<file path="config.mk">
export PLATFORM = sky130hd
export DESIGN_NAME = pld_front
export DESIGN_NICKNAME = d
export VERILOG_FILES = /design/src/rtl/core/pld_pkg.sv /design/src/rtl/core/pld_front.sv
export SDC_FILE = /design/constraint.sdc
export NUM_CORES = 1
export LEC_CHECK = 0
export ABC_AREA = 1
export BUFFER_PORTS_ARGS = -buffer_cell sky130_fd_sc_hd__buf_4
export CORE_ASPECT_RATIO = 0.6
export CORE_MARGIN = 2
export CORE_UTILIZATION = 31
export CTS_BUF_LIST = sky130_fd_sc_hd__clkbuf_8
export DETAILED_ROUTE_END_ITERATION = 8
export GPL_ROUTABILITY_DRIVEN = 1
export GPL_TIMING_DRIVEN = 0
export HOLD_SLACK_MARGIN = 0.1
export PLACE_DENSITY_LB_ADDON = 0.15
export SLEW_MARGIN = 0
export SYNTH_ARGS = -nofsm -noshare
export SYNTH_HDL_FRONTEND = slang
export SYNTH_SLANG_ARGS = --single-unit
</file>
<file path="constraint.sdc">
create_clock -name clk -period 7.1 [get_ports clk]
set_input_delay 0.355 -clock clk [delete_from_list [all_inputs] [get_ports clk]]
set_output_delay 0.355 -clock clk [all_outputs]
set_load 0.02 [all_outputs]
</file>
<file path="src/rtl/core/pld_pkg.sv">
// shared types and constants for the polyline length and derivative block
package pld_pkg;

	// fraction bits of the fixed point format; the datapath keeps the input scale
	localparam int unsigned FracBits = 16;
	localparam int unsigned LenW = 40;
	localparam int unsigned CoordW = 32;
	localparam logic [LenW-1:0] LenMax = {LenW{1'b1}};
	localparam logic signed [LenW-1:0] SlopeMax = {1'b0, {(LenW-1){1'b1}}};
	localparam logic signed [LenW-1:0] SlopeMin = {1'b1, {(LenW-1){1'b0}}};

	// one input point
	typedef struct packed {
		logic signed [CoordW-1:0] pos_x;
		logic signed [CoordW-1:0] pos_y;
		logic signed [CoordW-1:0] pos_z;
		logic signed [CoordW-1:0] grad_x;
		logic signed [CoordW-1:0] grad_y;
		logic signed [CoordW-1:0] grad_z;
		logic depends;
		logic final_point;
	} pld_in_t;

	// one result
	typedef struct packed {
		logic [LenW-1:0] total_length;
		logic signed [LenW-1:0] length_slope;
		logic degenerate;
	} pld_out_t;

	// segment job handed from front to back
	typedef struct packed {
		logic signed [2:0][32:0] dp;
		logic signed [2:0][32:0] dg;
		logic has_seg;
		logic dep;
		logic fin;
	} pld_job_t;

endpackage

</file>
<file path="src/rtl/core/pld_front.sv">
// front end: keeps the previous point and forms segment differences
module pld_front (
	input  logic clk,
	input  logic arst_n,
	input  logic in_valid,
	output logic in_stall,
	input  pld_pkg::pld_in_t in_data,
	output logic job_valid,
	input  logic job_stall,
	output pld_pkg::pld_job_t job_data
);
	import pld_pkg::*;

	logic signed [2:0][CoordW-1:0] prev_pos_q, prev_grad_q, cur_pos, cur_grad;
	logic prev_dep_q, have_prev_q;
	logic job_valid_q;
	pld_job_t job_q, job_d;
	logic take;

	assign cur_pos = {in_data.pos_z, in_data.pos_y, in_data.pos_x};
	assign cur_grad = {in_data.grad_z, in_data.grad_y, in_data.grad_x};
	assign in_stall = job_valid_q && job_stall;
	assign take = in_valid && !in_stall;

	// differences prev - cur, exact in 33 bits
	always_comb begin
		job_d = '0;
		for (int i = 0; i < 3; i++) begin
			job_d.dp[i] = {prev_pos_q[i][CoordW-1], prev_pos_q[i]}
				- {cur_pos[i][CoordW-1], cur_pos[i]};
			job_d.dg[i] = {prev_grad_q[i][CoordW-1], prev_grad_q[i]}
				- {cur_grad[i][CoordW-1], cur_grad[i]};
		end
		job_d.has_seg = have_prev_q;
		job_d.dep = prev_dep_q || in_data.depends;
		job_d.fin = in_data.final_point;
	end

	// previous point state
	always_ff @(posedge clk or negedge arst_n) begin
		if (!arst_n) begin
			prev_pos_q <= '0;
			prev_grad_q <= '0;
			prev_dep_q <= 1'b0;
			have_prev_q <= 1'b0;
		end else if (take) begin
			if (in_data.final_point) begin
				prev_pos_q <= '0;
				prev_grad_q <= '0;
				prev_dep_q <= 1'b0;
				have_prev_q <= 1'b0;
			end else begin
				prev_pos_q <= cur_pos;
				prev_grad_q <= cur_grad;
				prev_dep_q <= in_data.depends;
				have_prev_q <= 1'b1;
			end
		end
	end

	// one-entry job queue
	always_ff @(posedge clk or negedge arst_n) begin
		if (!arst_n) begin
			job_valid_q <= 1'b0;
		end else if (take) begin
			job_valid_q <= 1'b1;
		end else if (!job_stall) begin
			job_valid_q <= 1'b0;
		end
	end

	always_ff @(posedge clk) begin
		if (take) begin
			job_q <= job_d;
		end
	end

	assign job_valid = job_valid_q;
	assign job_data = job_q;
endmodule

</file>
==> flow_summary.json, run 1 <==
{
  "numClockSinks": 396,
  "worstReg2RegStart": "prev_grad_q[64]$_DFFE_PN0P_",
  "netlist_instances": 4197,
  "report.final.slew_viol_count": 0,
  "core.rowCount": 86,
  "cts_resized": 0,
  "placed_area_um2": 33300,
  "power.internal_uw": 4970,
  "via_count": 27554,
  "yosys-top-cells-count": "nand2_1 (1503), inv_1 (954), o21ai_0 (313)",
  "num_io_pins": 401,
  "clk_latency_ns": 0.71,
  "nets": 5269,
  "crit_fanout": 11,
  "leakage_uw": 0.0209,
  "overflow": 0,
  "postRouteWirelength_um": 101000,
  "syn_area_per_cell_um2": 6.81,
  "synth.yosys.warnings": 0,
  "crit_cells": 5,
  "grt_pass1_vias": 25222,
  "met3_usage_pct": 3.34,
  "drive_gt1_share_pct": 11.5,
  "top_usage_layer": "met1",
  "cpPeakStageDelay_ns": 0.47,
  "clock_path_buffers": 3,
  "pwr-share-clk_pct": 28.4,
  "place.gp.congestion": 0.943,
  "cts_max_level": 3,
  "combPwrFrac_pct": 35.1,
  "met1_usage_pct": 33.8,
  "fin_util_pct": 40.1,
  "pwr_density_cell_nw_per_um2": 217,
  "start_util_pct": 31.2,
  "post-place-ws_ns": 4.25,
  "wire_per_inst_um": 16.4,
  "crit_path_top_delay_cell": "clkbuf_1",
  "path_cells": "nand2_1 -> inv_2 -> buf_2 -> clkbuf_1 -> buf_4",
  "final_area_um2": 36700,
  "period_needed_ns": 2.80,
  "path_buf_inv": 4,
  "ir_drop_v": 0.000128,
  "synthFlopType": "edfxtp_1",
  "first_pass_iters": 6,
  "antenna_found_initial": 4,
  "cts-buffers-inserted": 71,
  "coreArea_um2": 91600,
  "p_seq_share_pct": 36.4,
  "yosysSeqAreaShare_pct": 38.2,
  "synth_top_area_share_pct": 21.1,
  "synth.most_common_cell": "nand2_1",
  "skew_ns": 0.0367,
  "cts_tree": "done",
  "power_switching_uw": 3010,
  "place.detailed.hpwl_um": 80600,
  "setup_viol": 0,
  "drtIter0Drc": 2078,
  "syn_to_final_growth_pct": 28.5,
  "cts-root-buf": "clkbuf_8",
  "die_width_um": 396,
  "status": "completed",
  "p_total_uw": 7980,
  "syn-num-nets": 4593,
  "startpoint": "job_valid$_DFFE_PN0P_",
  "min_path_type": "input pin to async pin",
  "synth_edf_count": 201,
  "ys_async_sr_fraction_pct": 49.2,
  "synth_cell_types": 27,
  "required_ns": 6.74,
  "finalWorstSetupSlack_ns": 4.30,
  "ys_seq_elements": 396,
  "crit_arrival_ns": 2.44,
  "start_kind": "flop",
  "synth_area_leaders": "edfxtp_1 (21%), nand2_1 (20%), dfrtp_1 (17%)",
  "rsz0062_at_grt": "false",
  "post-route-period-util_pct": 39.4,
  "met2_usage_pct": 29.0,
  "viasPerCell": 4.47,
  "io_buffers": 400,
  "drc": 0,
  "grt_max_degree": 96,
  "cp_top_family": "buffers and inverters",
  "syn_area_um2": 28600,
  "ff2ff_path_depth": 13,
  "timing.fmax_mhz": 358,
  "tightest_slew_ns": 1.17,
  "hold_viol": 0,
  "grt_usage_pct": 21.0,
  "path_clk_slew_ns": 0.06,
  "grt_pass1_wl_um": 152000,
  "relSlewSlack_pct": 21.9,
  "synth_area_leader_cell": "edfxtp_1",
  "die_h_um": 239,
  "ant_nets": 0,
  "cap_violations": 0,
  "dieArea_um2": 94700,
  "p_sw_share_pct": 37.7,
  "crit_path_end_kind": "output port",
  "crit_type": "flop to output port"
}
metal layers:
metal	routed length, um	share of wire, %
met1	53900	53
met2	39900	39
met3	5840	5.8
met4	1520	1.5
met5	11	0.011
what timing repair did:
action,CTS,global route
endpoints found under the hold margin,404,0
hold buffers,197,0
setup buffers,0,0
metrics by stage:
step	hold WS [ns]	cells	TNS, ns
global route	0.254	6163	0
CTS	0.217	6162	0
finish	0.254	6164	0
detailed placement	0.172	5835	0
floorplan	0.0594	4197	0
global placement	0.423	5829	-824.83
layout make-up:
| class | count | area (um^2) |
|---|---|---|
| well taps | 1232 | 1540 |
| flip-flops and latches | 396 | 10900 |
| clock buffers | 81 | 1110 |
| fillers | 9768 | 54900 |
| plain buffers | 65 | 303 |
| clock inverters | 49 | 318 |
| repair buffers | 603 | 5150 |
| multi-input cells | 2780 | 13800 |
| inverters | 956 | 3590 |
| diodes | 2 | 5.00 |
final timing paths:
kind / end / slack (ns)
worst max-delay path: in_stall / 4.30
worst min-delay path: prev_grad_q[58]$_DFFE_PN0P_ / 0.25
worst max register to register: job_data[93]$_DFFE_PP_ / 4.69
worst min register to register: job_data[2]$_DFFE_PP_ / 0.44
max in group asynchronous: prev_grad_q[50]$_DFFE_PN0P_ / 6.10
min in group clk: job_data[0]$_DFFE_PP_ / 0.39
cells in the final DEF, fill, tap and decap left out, types with 7 or more instances in the layout:
| cell | Yosys | routed |
|---|---|---|
| a21oi_1 | 123 | 123 |
| and2_1 | 12 | 12 |
| buf_2 | 14 | 14 |
| buf_4 | 0 | 399 |
| clkbuf_1 | 46 | 45 |
| clkbuf_8 | 0 | 81 |
| clkinv_2 | 0 | 9 |
| dfrtp_1 | 195 | 195 |
| dlygate4sd3_1 | 0 | 197 |
| edfxtp_1 | 201 | 201 |
| ha_1 | 192 | 192 |
| inv_1 | 954 | 981 |
| nand2_1 | 1503 | 1503 |
| nand2_2 | 29 | 29 |
| nand3_1 | 138 | 138 |
| nand3_2 | 9 | 9 |
| nand4_1 | 24 | 24 |
| nor2_1 | 249 | 249 |
| nor3_1 | 12 | 12 |
| o21ai_0 | 313 | 313 |
| o21ai_1 | 54 | 54 |
| o22ai_1 | 7 | 7 |
| xnor2_1 | 12 | 12 |
| xor2_1 | 78 | 78 |
power by group through the flow:
stage               clock (uW)  combinational, uW  sequential [uW]
floorplan                    0               1470             3150
detailed placement           0               2700             2950
global route              2480               3110             2930
global placement             0               2680             2980
finish                    2270               2800             2910
CTS                       2370               2800             2910
state kept, by name, summed over array words and instances, names as in the netlist:
register,count
job_valid,1
job_data,201
prev_grad_q,96
prev_pos_q,96
have_prev_q,1
prev_dep_q,1
worst min-delay path, delay by kind of cell:
kind,cells,cell delay (ns)
buffers and inverters,3,1.04
kinds of logic (layout without fill, tap and decap cells):
group,Yosys count,after routing,share of synthesized area [%]
buffers and inverters,1021,1754,13.6
AO/OA/AOI/OAI,509,509,9.05
flip-flops,396,396,38.2
other,0,2,0
AND/OR/NAND/NOR,1983,1983,27.6
adder cells (fa/ha/maj),198,198,8.83
XOR/XNOR,90,90,2.76
(Power assumes the default switching activity.)
==> run 2: changes to the inputs <==
- ABC_AREA: 1 -> 0
- clock period: 7.1 -> 2.4 ns (I/O delays scaled with it)
==> run 2 against run 1 <==
Net effect:
- critical path type is now flop to flop
- largest cell class unchanged
- synthesized area is 17% lower
- register-to-register slack got worse by 5.4 ns
- combinational power grew to 3.0 times the previous value
- clock skew is 0.0050 ns lower
- cell area decreased by 5.3%
- the flow now finishes with violations (negative setup slack)
- utilization up 6.0 points
==> flow_summary.json, run 2 <==
{
  "start_util_pct": 31.3,
  "rsz0062_at_grt": "true",
  "skew_ns": 0.0318,
  "numClockSinks": 396,
  "fin_util_pct": 46.1,
  "via_count": 21452,
  "syn_area_per_cell_um2": 9.78,
  "violations": "negative setup slack",
  "place.gp.congestion": 0.873,
  "nets": 3608,
  "mostFrequentLayoutCells": "buf_4 (485), nand2_1 (275), inv_1 (274), dlygate4sd3_1 (206), edfxtp_1 (201)",
  "synth_top_area_share_pct": 25.6,
  "drtIter0Drc": 1273,
  "synth.most_common_cell": "nand2_1",
  "drive_gt1_share_pct": 29.8,
  "synth_edf_count": 201,
  "setup_viol": 96,
  "cts_max_level": 3,
  "core.rowCount": 78,
  "antenna_found_initial": 7,
  "io_buffers": 400,
  "grt_pass1_wl_um": 126000,
  "path_clk_slew_ns": 0.06,
  "crit_fanout": 3,
  "tightest_slew_ns": 1.06,
  "required_ns": 2.96,
  "die_h_um": 218,
  "start_kind": "flop",
  "syn_to_final_growth_pct": 47.5,
  "die_width_um": 360,
  "crit_path_end_kind": "flop",
  "postRouteWirelength_um": 83300,
  "syn-num-nets": 2807,
  "crit_type": "flop to flop",
  "crit_arrival_ns": 3.63,
  "cpPeakStageDelay_ns": 0.49,
  "report.final.slew_viol_count": 0,
  "leakage_uw": 0.0156,
  "largest_reg_flops": 201,
  "coreArea_um2": 75400,
  "overflow": 0,
  "synth_area_leaders": "edfxtp_1 (26%), dfrtp_1 (21%), ha_1 (10%)",
  "grt_pass1_vias": 21638,
  "relSlewSlack_pct": 29.1,
  "yosysSeqAreaShare_pct": 46.3,
  "cap_violations": 0,
  "timing.fmax_mhz": 326,
  "min_path_type": "input pin to flop",
  "layout_commonest_cell": "buf_4",
  "crit_path_top_delay_cell": "or4b_1",
  "synth_cell_types": 69,
  "synth_area_leader_cell": "edfxtp_1",
  "ys_async_sr_fraction_pct": 49.2,
  "grt_usage_pct": 20.7,
  "post-route-period-util_pct": 128,
  "wire_per_inst_um": 19.5,
  "netlist_instances": 2411,
  "viasPerCell": 5.02,
  "synth.yosys.warnings": 0,
  "syn_area_um2": 23600,
  "finalWorstSetupSlack_ns": -0.665,
  "clk_latency_ns": 0.73,
  "status": "finished, violations left",
  "ir_drop_v": 0.000365,
  "period_needed_ns": 3.06,
  "ant_nets": 0,
  "pwr_density_cell_nw_per_um2": 673,
  "first_pass_iters": 5,
  "path_cells": "inv_2 -> ha_4 -> fa_2 -> nor2b_4 -> o2111ai_4 -> and3b_2 -> o21ai_4 -> o31a_1 -> a2111oi_4 -> o31ai_4 -> or4b_1 -> nand4b_1",
  "dieArea_um2": 78400,
  "post-place-ws_ns": -1.03,
  "hold_viol": 0,
  "synthFlopType": "edfxtp_1",
  "yosys-top-cells-count": "nand2_1 (289), inv_1 (258), edfxtp_1 (201)",
  "ys_seq_elements": 396,
  "cts-buffers-inserted": 70,
  "place.detailed.hpwl_um": 57700,
  "drc": 0,
  "num_io_pins": 401,
  "grt_max_degree": 98,
  "clock_path_buffers": 3,
  "cts_tree": "done",
  "cts-root-buf": "clkbuf_8"
}
## run 2: cell types whose count changed after synthesis, sizes merged, moves of 39 or more
cell / delta
o21a: +39
nor2: -119
o21ai: -234
nand2: -1243
inv: -698
xnor2: +90
o31ai: +194
a21o: +67
nand3: -113
## run 2: layer usage
metal	vias up	part of all wire (%)	track usage, %
li1	10274	-	-
met3	138	5.2	4.83
met5	-	0.029	0
met2	526	43	30.4
met1	10510	49	30.4
met4	4	2.2	5.38
## run 2: area by class of cell
| type | count | area (um^2) |
|---|---|---|
| Antenna cell | 5 | 12.5 |
| Inverter | 258 | 975 |
| Timing Repair Buffer | 736 | 6280 |
| Clock buffer | 78 | 1070 |
| Fill cell | 7115 | 40700 |
| Buffer | 74 | 339 |
| Tap cell | 1000 | 1250 |
| Clock inverter | 52 | 246 |
| Sequential cell | 396 | 10900 |
| Multi-Input combinational cell | 1676 | 13700 |
## run 2: final timing paths
check	startpoint	end	slack, ns	cells after the start
worst min-delay path	in_data[138]	job_data[144]$_DFFE_PP_	0.17	5
worst max register to register	prev_grad_q[32]$_DFFE_PN0P_	job_data[66]$_DFFE_PP_	-0.66	12
worst min register to register	have_prev_q$_DFFE_PN0P_	job_data[2]$_DFFE_PP_	0.45	0
worst max-delay path	prev_grad_q[32]$_DFFE_PN0P_	job_data[66]$_DFFE_PP_	-0.66	12
min in group asynchronous	arst_n	prev_pos_q[36]$_DFFE_PN0P_	0.41	3
max in group asynchronous	arst_n	prev_pos_q[9]$_DFFE_PN0P_	1.03	4
## run 2: stage by stage
| step | cell area (um^2) | instances | power [uW] | hold slack (ns) | TNS, ns |
|---|---|---|---|---|---|
| CTS | 33500 | 4231 | 23000 | 0.117 | -23.16 |
| floorplan | 23900 | 2411 | 13100 | -0.176 | -4.29 |
| detailed placement | 28300 | 3814 | 15500 | -0.0887 | -221.87 |
| global placement | 28200 | 3811 | 15400 | 0.313 | -438.63 |
| global route | 34800 | 4274 | 24800 | 0.156 | -35.04 |
| finish | 34800 | 4275 | 23400 | 0.174 | -24.44 |
## run 2: logic make-up after synthesis
kind of cell,after synthesis,synth area share [%]
AO/OA/AOI/OAI,717,20.4
AND/OR/NAND/NOR,612,11.7
flip-flops,396,46.3
buffers and inverters,339,5.41
adder cells (fa/ha/maj),198,10.7
XOR/XNOR,147,5.46
multiplexers,2,0.0849
## run 2: timing repair
action                                 4_1_cts  5_1_grt
gates resized for setup                    274      189
setup endpoints to repair                  416      304
pin swaps                                  176      148
hold buffers                               206        0
setup buffers                               85       58
endpoints found under the hold margin      566        0
gates cloned                                 2        0
## run 2: worst max-delay path, delay by kind of cell (launching register included)
| family | cells | cell delay [ns] |
|---|---|---|
| buffers and inverters | 1 | 0.07 |
| flip-flops | 1 | 0.37 |
| AND/OR/NAND/NOR | 4 | 0.94 |
| AO/OA/AOI/OAI | 5 | 1.12 |
| adder cells (fa/ha/maj) | 2 | 0.42 |
## run 2: report_power, final
group	internal (uW)	switching, uW
Sequential	8290	418
Clock	3090	3150
Combinational	3800	4670
==> run 3: changes to the inputs <==
- REMOVE_ABC_BUFFERS: not set -> 1
- clock period: 2.4 -> 2.95 ns (I/O delays scaled with it)
==> run 3 against run 2 <==
Net effect:
- the run still ends with negative setup slack left
- total power decreased by 23%
- fmax is 1.3% lower
- clock skew grew 0.0060 ns
- critical path depth increased by 1
- combinational power is 30% lower
- non-clock buffer count shrank 146
- die area stayed put
- sequential share of layout area is 2.1 points higher
- wire length decreased by 14%
- utilization is 2.9 points lower
- sequential power shrank 19%
- cell area shrank 6.4%
- critical path type unchanged
- largest power group unchanged
- highest routed layer unchanged
==> flow_summary.json, run 3 (same netlist as run 2, synthesis figures left out) <==
{
  "status": "finished, violations left",
  "violations": "negative setup slack",
  "clk_latency_ns": 0.66,
  "ir_drop_v": 0.000326,
  "crit_type": "flop to flop",
  "crit_arrival_ns": 3.49,
  "skew_ns": 0.0377,
  "layout_commonest_cell": "buf_4",
  "path_cells": "inv_2 -> ha_4 -> fa_2 -> nor2b_4 -> o21ai_4 -> a2111oi_4 -> o31ai_4 -> a31oi_4 -> a221oi_4 -> buf_4 -> o21ai_4 -> a41oi_2 -> xnor2_1",
  "leakage_uw": 0.0149,
  "drc": 0,
  "cts-buffers-inserted": 72,
  "ant_nets": 0,
  "cap_violations": 0,
  "place.detailed.hpwl_um": 48400,
  "fin_util_pct": 43.2,
  "start_kind": "flop",
  "crit_top_cell": "o21ai_4",
  "p_total_uw": 18000,
  "setup-tns-final_ns": -0.478,
  "coreArea_um2": 75400,
  "report.final.slew_viol_count": 0,
  "cts-root-buf": "clkbuf_8",
  "postRouteWirelength_um": 71800,
  "wire_per_inst_um": 17.4,
  "required_ns": 3.34,
  "dieArea_um2": 78400,
  "mostFrequentLayoutCells": "buf_4 (443), nand2_1 (286), inv_1 (283), dlygate4sd3_1 (202), edfxtp_1 (201)",
  "min_path_type": "input pin to flop",
  "antenna_found_initial": 8,
  "crit_path_end_kind": "flop",
  "cts_max_level": 3,
  "hold_viol": 0,
  "grt_max_degree": 111,
  "cpPeakStageDelay_ns": 0.42,
  "drtIter0Drc": 1047,
  "period_needed_ns": 3.10,
  "via_count": 20169,
  "path_buf_inv": 2,
  "cp_top_family": "compound AO/OA/AOI/OAI gates",
  "grt_usage_pct": 17.7,
  "crit_fanout": 4,
  "die_h_um": 218,
  "path_clk_slew_ns": 0.07,
  "die_width_um": 360,
  "largest_reg_flops": 201,
  "first_pass_iters": 6,
  "cts_tree": "done",
  "overflow": 0,
  "post-route-period-util_pct": 105,
  "nets": 3464,
  "pwr_density_cell_nw_per_um2": 554,
  "io_buffers": 400,
  "core.rowCount": 78,
  "num_io_pins": 401,
  "place.gp.congestion": 0.839,
  "crit_path_top_delay_cell": "a2111oi_4",
  "rsz0062_at_grt": "true",
  "grt_pass1_wl_um": 110000,
  "relSlewSlack_pct": 49.2,
  "viasPerCell": 4.89,
  "clock_path_buffers": 3,
  "setup_viol": 8,
  "syn_to_final_growth_pct": 38.1,
  "numClockSinks": 396,
  "start_util_pct": 31.3,
  "timing.fmax_mhz": 322,
  "tightest_slew_ns": 0.743,
  "fin_hold_ws_ns": 0.170,
  "finalWorstSetupSlack_ns": -0.155,
  "grt_pass1_vias": 19995,
  "drive_gt1_share_pct": 22.0
}
run 3: cell count changes in the layout (fill, tap and decap cells not counted), moves of 16 or more:
cell and change:
a21oi_1 +36, a21oi_2 -25, buf_4 -42, buf_6 -37, clkbuf_1 -44, clkbuf_2 -16
ha_1 +32, ha_4 -29, o21ai_0 +31
run 3: where the power goes:
| part | switching [uW] | internal [uW] | leakage, uW |
|---|---|---|---|
| combinational | 3340 | 2610 | 0.00963 |
| sequential | 300 | 6740 | 0.00445 |
| clock | 2490 | 2560 | 0.000787 |
| total | 6130 | 11900 | 0.0149 |
run 3: what timing repair did:
| action | CTS | global route |
|---|---|---|
| resized for setup | 98 | 89 |
| pin swaps | 39 | 48 |
| gates cloned | 2 | 1 |
| hold endpoints to repair | 496 | 0 |
| hold buffers | 203 | 0 |
| setup buffers | 27 | 23 |
| endpoints found under the setup margin | 142 | 92 |
run 3: per-layer routing:
metal | track usage [%] | routed length (um) | vias up
li1 | - | - | 9995
met2 | 27.6 | 32000 | 455
met3 | 4.23 | 3840 | 113
met5 | 0 | 30 | -
met4 | 5.28 | 1690 | 4
met1 | 24.3 | 34200 | 9602
run 3: worst paths after layout:
kind / start / to / slack, ns / cells after the start
max: prev_pos_q[32]$_DFFE_PN0P_ / job_data[163]$_DFFE_PP_ / -0.15 / 13
min: job_stall / prev_pos_q[54]$_DFFE_PN0P_ / 0.17 / 4
max reg2reg: prev_pos_q[32]$_DFFE_PN0P_ / job_data[163]$_DFFE_PP_ / -0.15 / 13
min reg2reg: have_prev_q$_DFFE_PN0P_ / job_data[2]$_DFFE_PP_ / 0.45 / 0
max in group asynchronous: arst_n / prev_pos_q[0]$_DFFE_PN0P_ / 1.78 / 4
min in group asynchronous: arst_n / prev_grad_q[10]$_DFFE_PN0P_ / 0.63 / 4
run 3: stage by stage:
| step | std cells | worst slack [ns] | instance area, um^2 |
|---|---|---|---|
| 3_3_place_gp | 3730 | -29.14 | 27500 |
| 6_report | 4127 | -0.155 | 32600 |
| 4_1_cts | 4101 | -0.134 | 31900 |
| 3_5_place_dp | 3740 | -0.914 | 27800 |
| 2_1_floorplan | 2330 | -13.73 | 23300 |
| 5_1_grt | 4127 | -0.246 | 32600 |
run 3: cell type report:
| class | count | area, um^2 |
|---|---|---|
| antenna | 4 | 10.0 |
| clock buffer | 83 | 1140 |
| clock inverter | 46 | 199 |
| fill | 7325 | 42900 |
| inverter | 258 | 995 |
| multi-input combinational | 1676 | 12300 |
| sequential | 396 | 10900 |
| tap | 1000 | 1250 |
| timing repair buffer | 664 | 5790 |
run 3: tightest hold or removal path: cells and delay by family:
kind / cells / cell delay [ns]
and+or+nand+nor: 2 / 0.42
AOI/OAI and AO/OA: 1 / 0.10
buffers and inverters: 1 / 0.08
